--- src/rtl/core/bpa_pkg.sv ---
`timescale 1ns / 1ps
// Shared types, constants and bitmap layout functions for the buddy page allocator.
package bpa_pkg;

  localparam int unsigned PAGES_DEF  = 4096;
  localparam int unsigned ORDERS_DEF = 11;
  localparam int unsigned WORD_W     = 32;
  localparam int unsigned MAX_ORDERS = 16;

  typedef enum logic [1:0] {
    ST_OK      = 2'd0,
    ST_INVALID = 2'd1,
    ST_NOMEM   = 2'd2
  } status_t;

  typedef enum logic [2:0] {
    FSM_CLEAR,
    FSM_IDLE,
    FSM_A_RD,
    FSM_A_CHK,
    FSM_S_RD,
    FSM_S_WR,
    FSM_M_RD,
    FSM_M_CHK
  } fsm_t;

  // Bitmap words taken by one order (each order starts on a word boundary).
  function automatic int unsigned words_at(int unsigned o, int unsigned pages);
    return ((pages >> o) + WORD_W - 1) >> 5;
  endfunction

  // First bitmap word of an order.
  function automatic int unsigned word_base(int unsigned o, int unsigned pages);
    int unsigned acc;
    acc = 0;
    for (int unsigned k = 0; k < o; k++) begin
      acc = acc + words_at(k, pages);
    end
    return acc;
  endfunction

endpackage

--- src/rtl/core/bpa_ffs.sv ---
`timescale 1ns / 1ps
// Find-first-set unit: lowest set bit of one bitmap word.
module bpa_ffs (
  input  logic [bpa_pkg::WORD_W-1:0] word,
  output logic                       hit,
  output logic [4:0]                 pos
);

  always_comb begin
    pos = '0;
    for (int i = bpa_pkg::WORD_W - 1; i >= 0; i--) begin
      if (word[i]) begin
        pos = 5'(i);
      end
    end
  end

  assign hit = |word;

endmodule

--- config.mk ---
export PLATFORM = sky130hd
export DESIGN_NAME = bpa_ffs
export DESIGN_NICKNAME = d
export VERILOG_FILES = /design/src/rtl/core/bpa_pkg.sv /design/src/rtl/core/bpa_ffs.sv
export SDC_FILE = /design/constraint.sdc
export NUM_CORES = 1
export LEC_CHECK = 0
export ABC_AREA = 1
export BUFFER_PORTS_ARGS = -buffer_cell sky130_fd_sc_hd__buf_2
export CORE_AREA = 2 2 39 41
export DETAILED_ROUTE_END_ITERATION = 10
export DIE_AREA = 0 0 41 43
export PLACE_DENSITY = 0.74
export SLEW_MARGIN = 10
export SYNTH_ARGS = -nofsm -noshare
export SYNTH_HDL_FRONTEND = slang
export SYNTH_SLANG_ARGS = --single-unit
--- constraint.sdc ---
create_clock -name vclk -period 3.95
set_input_delay 0.79 -clock vclk [all_inputs]
set_output_delay 0.79 -clock vclk [all_outputs]
set_load 0.03 [all_outputs]
After elaboration in Yosys (flattened, before gate mapping)
Index checks and enable logic that the tools add are counted.
{"block": "word_totals", "regBits": 0, "elab_cells": 33}
{"block": "op_classes", "muxes": 32, "reduce_logical": 1}
{"op": "$mux W5", "count": 32}
{"op": "$reduce_or A32 Y1", "count": 1}

Logic depth before layout (Yosys ltp)
Gate-level depths: netlist of the first run.
{"block": "depth", "ltp_word": 32, "mapped_depth": 31, "ltp_nobuf": 31}

Worst setup path after synthesis of the first run
No wires, ideal clock.
{"block": "synth_path", "kind": "input port to output port", "start": "input word[30] in the netlist's numbering", "end": "output pos[0]", "t_arrival_ns": 2.363, "stages": 31, "path_slack_ns": 0.797, "path_buffers": 0, "cell_sequence": "inv_1 -> nand2_1 -> nand2_1 -> nand2_1 -> nand2_1 -> nand2_1 -> nand2_1 -> nand2_1 -> nand2_1 -> nand2_1 -> nand2_1 -> nand2_1 -> nand2_1 -> nand2_1 -> nand2_1 -> nand2_1 -> nand2_1 -> nand2_1 -> nand2_1 -> nand2_1 -> nand2_1 -> nand2_1 -> nand2_1 -> nand2_1 -> nand2_1 -> nand2_1 -> nand2_1 -> nand2_1 -> nand2_1 -> nand2_1 -> a21oi_2"}
{"block": "synth_via", "elab_chain_len": 31}
{"item": "start: declaration", "line_no": "bpa_ffs.sv:4", "text": "input logic [bpa_pkg::WORD_W-1:0] word,"}
{"item": "$mux W5 (31 in a row)", "line_no": "bpa_ffs.sv:12", "text": "if (word[i]) begin"}
{"item": "end: declaration", "line_no": "bpa_ffs.sv:6", "text": "output logic [4:0] pos"}
Every way passes these cells.

Final worst setup path of the first run
Same ends and word-level chain as after synthesis.

==> load_flow_metrics.sql, run 1 <==
INSERT INTO impl_metrics (metric_group, metric, value, unit) VALUES
('outcome', 'outcome', 'completed', ''),
('timing', 'setup_viol', '0', ''),
('synth', 'post_synth_and_or_nand_nor_area_fraction', '0.532', ''),
('timing', 'maxClockFrequency', '0.298', 'GHz'),
('synth', 'synthesis.area_per_instance', '4.40', 'µm²'),
('synth', 'synth_nets', '139', ''),
('critical_path', 'path_class', 'in2out', ''),
('hold_path', 'hp-start', 'word[0]', ''),
('critical_path', 'crit_path_top_delay_cell', 'sky130_fd_sc_hd__buf_2', ''),
('critical_path', 'crit_path_max_incr_delay', '0.20', 'ns'),
('synth', 'mappedNetlistArea', '470', 'µm²'),
('critical_path', 'worst-path-buf-inv', '3', ''),
('global_route', 'groute.usage.overall', '0.138', ''),
('floorplanning', 'fp-row-count', '14', ''),
('timing', 'finalHoldViolations', '0', ''),
('detailed_routing', 'detailedRoute.firstPassIterationCount', '4', ''),
('timing', 'worst_hold_slack', '1.88', 'ns'),
('timing', 'worst_slew_pin_slew', '0.319', 'ns'),
('global_route', 'largest_net_degree_at_the_start_of_global_routing', '4', ''),
('critical_path', 'worst_path_dominant_cell_family', 'simple AND/OR/NAND/NOR gates', ''),
('synth', 'synth_sequential_area_ratio', '0', ''),
('synth', 'synthDistinctLibCells', '17', ''),
('floorplanning', 'total_die_area', '1760', 'µm²'),
('floorplanning', 'placeableCoreArea', '1380', 'µm²'),
('floorplanning', 'die-width', '41', 'µm'),
('pwr', 'max-vdd-ir-drop', '0.0295', 'mV'),
('finish', 'seqCellArea', '0', 'µm²'),
('floorplanning', 'start_util', '0.340', ''),
('global_route', 'gr-total-overflow', '0', ''),
('finish', 'diodes', '0', ''),
('hold_path', 'min_to', 'pos[0]', ''),
('clock_network', 'cts_hold_repair.buffers', '0', ''),
('finish', 'clockBufferCount', '0', ''),
('critical_path', 'most_frequent_cell_on_the_critical_path', 'sky130_fd_sc_hd__nand2_1', ''),
('timing', 'final.setup.tns', '0', 'ns'),
('place', 'io_buffers', '38', ''),
('critical_path', 'worst-path-max-fanout', '2', ''),
('synth', 'muxShareOfSynthArea', '0', ''),
('detailed_routing', 'wl_per_cell', '6.55', 'µm'),
('detailed_routing', 'detailed_route_vias_per_instance', '4.26', ''),
('detailed_routing', 'drc', '0', ''),
('critical_path', 'setup.worst_path.end_class', 'output pin', ''),
('synth', 'synth_fa_ha_area_frac', '0', ''),
('critical_path', 'cp.required', '3.16', 'ns'),
('job', 'maxCapViolations', '0', ''),
('timing', 'post-route-period-util', '0.849', ''),
('pwr', 'power_density_over_the_cells', '80.7', 'nW/µm²'),
('detailed_routing', 'detail-route-antenna-nets', '0', ''),
('finish', 'final_layout_size_suffix_gt1_frac', '0.310', ''),
('critical_path', 'worst_setup_path_start_kind', 'input port', ''),
('global_route', 'via_count_of_the_first_global_routing_pass', '601', ''),
('place', 'dpl_worst_slack', '0.568', 'ns'),
('timing', 'layout_min_cycle_time', '3.35', 'ns'),
('hold_path', 'min_path_cells', '3', ''),
('synth', 'post_synth_xor_xnor_area', '0', ''),
('finish', 'numSequentialCells', '0', ''),
('global_route', 'antenna_found_initial', '0', ''),
('clock_network', 'postCtsSetupBuffers', '0', ''),
('global_route', 'global_route_wire_length_before_repair', '1880', 'µm'),
('detailed_routing', 'finalWirelength', '1060', 'µm'),
('synth', 'syn-instance-count', '107', ''),
('finish', 'areaGrowthSynthToFinish', '44.7', '%'),
('synth', 'combinational_family_with_the_most_area_after_synthesis', 'simple AND/OR/NAND/NOR gates', ''),
('finish', 'nets', '179', ''),
('detailed_routing', 'num_vias', '686', ''),
('floorplanning', 'top_level_ports', '38', ''),
('clock_network', 'cts_resized', '0', ''),
('detailed_routing', 'detail_route.iter0.violations', '2', ''),
('place', 'place.gp.congestion', '0.639', ''),
('critical_path', 'worst_path_arrival', '2.56', 'ns'),
('timing', 'unrepaired_setup_endpoints_after_global_routing', 'no', ''),
('timing', 'finalWorstSetupSlack', '0.598', 'ns'),
('timing', 'slew_headroom', '0.785', ''),
('floorplanning', 'vert_die_dim', '43', 'µm'),
('synth', 'yosys_warnings', '0', ''),
('timing', 'timing_max_transition_violations_final', '0', ''),
('pwr', 'p_leak', '0.000470', 'µW'),
('hold_path', 'holdCritPathClass', 'in2out', ''),
('finish', 'finish.instance_area', '681', 'µm²'),
('synth', 'synth-compound-area-share', '0.146', ''),
('place', 'dp_hpwl', '1030', 'µm'),
('place', 'post_dp_cell_area', '681', 'µm²');
-- cells in the mapped netlist --
cell	number	area [µm²]
sky130_fd_sc_hd__nand2_1	43	161
sky130_fd_sc_hd__inv_1	27	101
sky130_fd_sc_hd__nor2_1	15	56.3
sky130_fd_sc_hd__inv_2	4	15.0
sky130_fd_sc_hd__a21oi_1	2	10.0
sky130_fd_sc_hd__bufinv_8	2	35.0
sky130_fd_sc_hd__nand3_1	2	10.0
sky130_fd_sc_hd__nor3_1	2	10.0
sky130_fd_sc_hd__nor4_1	2	12.5
sky130_fd_sc_hd__a211oi_1	1	7.51
sky130_fd_sc_hd__a21boi_0	1	7.51
sky130_fd_sc_hd__a21oi_2	1	8.76
sky130_fd_sc_hd__a311oi_1	1	8.76
sky130_fd_sc_hd__a31oi_1	1	6.26
sky130_fd_sc_hd__o21ai_1	1	5.00
sky130_fd_sc_hd__o21bai_1	1	7.51
sky130_fd_sc_hd__o31ai_1	1	7.51
-- through the flow --
stage	util	total power, µW	instances
CTS	0.492	55.8	161
global route	0.492	63.3	161
global placement	0.492	54.3	161
detailed placement	0.492	55.7	161
floorplan	-	30.9	107
finish	0.492	54.9	161
-- report_power, final --
| group | switching, µW | internal [µW] | total (µW) |
|---|---|---|---|
| sequential | 0 | 0 | 0 |
| combinational | 28.2 | 26.7 | 54.9 |
| clock | 0 | 0 | 0 |
| total | 28.2 | 26.7 | 54.9 |
-- cell usage in the layout, fill, tap and decap left out --
master	count
sky130_fd_sc_hd__nand2_1	43
sky130_fd_sc_hd__a31oi_1	1
sky130_fd_sc_hd__a311oi_1	1
sky130_fd_sc_hd__inv_2	4
sky130_fd_sc_hd__o21ai_1	1
sky130_fd_sc_hd__o31ai_1	1
sky130_fd_sc_hd__a21oi_1	2
sky130_fd_sc_hd__nand3_1	2
sky130_fd_sc_hd__a21boi_0	1
sky130_fd_sc_hd__nor2_1	15
sky130_fd_sc_hd__o21bai_1	1
sky130_fd_sc_hd__bufinv_8	2
sky130_fd_sc_hd__a21oi_2	1
sky130_fd_sc_hd__a211oi_1	1
sky130_fd_sc_hd__nor4_1	2
sky130_fd_sc_hd__nor3_1	2
sky130_fd_sc_hd__buf_2	38
sky130_fd_sc_hd__inv_1	27
-- final cells by class --
type                            count  area, µm²
Fill cell                         164        703
Multi-Input combinational cell     74        319
Timing Repair Buffer               38        190
Inverter                           33        151
Tap cell                           16       20.0
-- worst min-delay path, stage by stage --
cell and delay (ns):
sky130_fd_sc_hd__buf_2 0.11, sky130_fd_sc_hd__a21oi_2 0.03, sky130_fd_sc_hd__buf_2 0.17
-- worst max path at each step --
stage / from / end / slack (ns) / cells past startpoint
after floorplan: word[30] / pos[0] / 0.80 / 31
after global placement: word[30] / pos[0] / 0.60 / 33
after detailed placement: word[30] / pos[0] / 0.57 / 33
after CTS: word[30] / pos[0] / 0.56 / 33
after global routing: word[30] / pos[0] / 0.22 / 33
final: word[30] / pos[0] / 0.60 / 33
-- metal layers --
metal,wire [µm],vias up,GRT usage,share of wire
met1,439,273,0.149,0.42
met4,0,0,0,0
li1,-,388,-,-
met2,519,25,0.278,0.49
met3,96,0,0.0105,0.091
met5,0,-,0,0
-- kinds of logic (layout without fill, tap and decap cells) --
group	count (synthesis)	after routing
compound gates	10	10
buf+inv	33	71
simple gates	64	64
Power figures use the tool's default switching activity.
==> inputs of run 2 (changes only) <==
PLACE_DENSITY = 0.77   (was 0.74)
clock period = 2.85 ns   (was 3.95 ns; I/O delays follow)
==> run 2 against run 1 <==
Compared with the run above: the run now ends with negative setup slack left; clock-buffer cell count unchanged; setup slack got worse by 0.64 ns; first-iteration DRC count unchanged; non-clock buffer count increased by 1; flip-flop and latch count unchanged; combinational power increased by 46%.
==> load_flow_metrics.sql, run 2 (synthesis results as in run 1) <==
INSERT INTO impl_metrics (metric_group, metric, value, unit) VALUES
('outcome', 'outcome', 'complete, but fails checks', ''),
('outcome', 'violations', 'negative setup slack', ''),
('timing', 'timing_max_transition_violations_final', '0', ''),
('job', 'maxCapViolations', '0', ''),
('finish', 'areaGrowthSynthToFinish', '48.9', '%'),
('pwr', 'max-vdd-ir-drop', '0.0519', 'mV'),
('pwr', 'seq_power_share', '0', ''),
('detailed_routing', 'detail_route.iter0.violations', '2', ''),
('detailed_routing', 'num_vias', '714', ''),
('critical_path', 'setup.worst_path.end_class', 'output pin', ''),
('pwr', 'design_power_total', '80.4', 'µW'),
('critical_path', 'path_class', 'in2out', ''),
('detailed_routing', 'dr.max_layer_used', 'met3', ''),
('finish', 'nets', '180', ''),
('global_route', 'largest_net_degree_at_the_start_of_global_routing', '4', ''),
('global_route', 'groute.usage.overall', '0.147', ''),
('finish', 'clockBufferCount', '0', ''),
('critical_path', 'worst_path_dominant_cell_family', 'simple AND/OR/NAND/NOR gates', ''),
('timing', 'worst_hold_slack', '1.41', 'ns'),
('hold_path', 'holdCritPathClass', 'in2out', ''),
('detailed_routing', 'wl_per_cell', '7.16', 'µm'),
('detailed_routing', 'met2_length', '612', 'µm'),
('detailed_routing', 'wirelength_met1', '450', 'µm'),
('timing', 'slew_headroom', '0.788', ''),
('timing', 'setup_viol', '1', ''),
('detailed_routing', 'finalWirelength', '1160', 'µm'),
('finish', 'commonest_cells_after_routing_fill_and_taps_aside', '43 x sky130_fd_sc_hd__nand2_1, 36 x sky130_fd_sc_hd__buf_2, 26 x sky130_fd_sc_hd__inv_1, 15 x sky130_fd_sc_hd__nor2_1, 5 x sky130_fd_sc_hd__inv_2', ''),
('critical_path', 'most_frequent_cell_on_the_critical_path', 'sky130_fd_sc_hd__nand2_1', ''),
('floorplanning', 'fp-row-count', '14', ''),
('critical_path', 'cp.required', '2.28', 'ns'),
('finish', 'seqCellArea', '0', 'µm²'),
('place', 'io_buffers', '38', ''),
('timing', 'unrepaired_setup_endpoints_after_global_routing', 'yes', ''),
('timing', 'maxClockFrequency', '0.346', 'GHz'),
('global_route', 'global_route_wire_length_before_repair', '2000', 'µm'),
('detailed_routing', 'detailed_route_vias_per_instance', '4.41', ''),
('pwr', 'p_clk_frac', '0', ''),
('floorplanning', 'top_level_ports', '38', ''),
('timing', 'worst_slew_pin_slew', '0.315', 'ns'),
('place', 'post_dp_cell_area', '688', 'µm²'),
('floorplanning', 'start_util', '0.340', ''),
('clock_network', 'cts_hold_repair.buffers', '0', ''),
('global_route', 'antenna_found_initial', '0', ''),
('global_route', 'gr-total-overflow', '0', ''),
('critical_path', 'worst_setup_path_start_kind', 'input port', ''),
('pwr', 'p_leak', '0.000477', 'µW'),
('floorplanning', 'die-width', '41', 'µm'),
('place', 'place.gp.congestion', '0.662', ''),
('finish', 'diodes', '0', ''),
('detailed_routing', 'drc', '0', ''),
('pwr', 'power_density_over_the_cells', '115', 'nW/µm²'),
('critical_path', 'worst-path-buf-inv', '3', ''),
('pwr', 'power.switching_fraction', '0.504', ''),
('finish', 'layout_commonest_cell', 'sky130_fd_sc_hd__nand2_1', ''),
('critical_path', 'crit_path_max_incr_delay', '0.14', 'ns'),
('critical_path', 'worst_path_arrival', '2.32', 'ns'),
('finish', 'finish.instance_area', '701', 'µm²'),
('critical_path', 'crit_path_top_delay_cell', 'sky130_fd_sc_hd__buf_6', ''),
('finish', 'final_layout_size_suffix_gt1_frac', '0.322', ''),
('pwr', 'share_comb_of_total_power', '1.000', ''),
('timing', 'layout_min_cycle_time', '2.89', 'ns'),
('timing', 'post-route-period-util', '1.02', ''),
('critical_path', 'worst-path-max-fanout', '2', ''),
('pwr', 'p_int', '39.9', 'µW'),
('pwr', 'p_switching', '40.5', 'µW'),
('detailed_routing', 'detail-route-antenna-nets', '0', ''),
('timing', 'finalHoldViolations', '0', ''),
('global_route', 'via_count_of_the_first_global_routing_pass', '643', ''),
('finish', 'numSequentialCells', '0', ''),
('detailed_routing', 'wl_met3', '97', 'µm'),
('floorplanning', 'vert_die_dim', '43', 'µm'),
('detailed_routing', 'detailedRoute.firstPassIterationCount', '4', ''),
('timing', 'final.setup.tns', '-0.0435', 'ns'),
('floorplanning', 'total_die_area', '1760', 'µm²'),
('floorplanning', 'placeableCoreArea', '1380', 'µm²'),
('place', 'place.detailed.instances', '162', ''),
('timing', 'finalWorstSetupSlack', '-0.0435', 'ns'),
('place', 'dp_hpwl', '1090', 'µm'),
('finish', 'post_layout_nonfiller_instances', '162', '');
-- run 2: what timing repair did --
action / in CTS / in global routing
endpoints found under the setup margin: 1 / 1
buffers inserted: 0 / 0
resized for setup: 4 / 0
-- run 2: power by group through the flow --
stage / logic [µW] / clock network, µW / registers (µW)
after floorplan: 42.8 / 0 / 0
after global placement: 76.1 / 0 / 0
after detailed placement: 78.7 / 0 / 0
after CTS: 81.4 / 0 / 0
after global routing: 92.0 / 0 / 0
final: 80.4 / 0 / 0
-- run 2: tightest hold or removal path, cell delays in order --
cell	delay, ns
sky130_fd_sc_hd__buf_2	0.11
sky130_fd_sc_hd__a21oi_2	0.04
sky130_fd_sc_hd__buf_6	0.13
-- run 2: stage by stage --
step / worst slack [ns] / util
finish: -0.0435 / 0.506
global route: -0.334 / 0.506
CTS: -0.0891 / 0.506
detailed placement: -0.143 / 0.497
global placement: -0.0606 / 0.497
floorplan: 0.137 / -
-- run 2: area by class of cell --
cell class	instances	area, µm²
fill	158	683
multi-input combinational	74	319
timing repair buffer	39	210
inverter	33	151
tap	16	20.0
-- run 2: final timing paths --
path | startpoint | end | slack [ns] | cells after the start
worst max-delay path | word[30] | pos[0] | -0.04 | 33
worst min-delay path | word[0] | pos[0] | 1.41 | 3
-- run 2: metal layers --
layer / up-vias / global-route usage
li1: 391 / -
met1: 298 / 0.142
met2: 25 / 0.313
met3: 0 / 0
met4: 0 / 0.0133
met5: - / 0
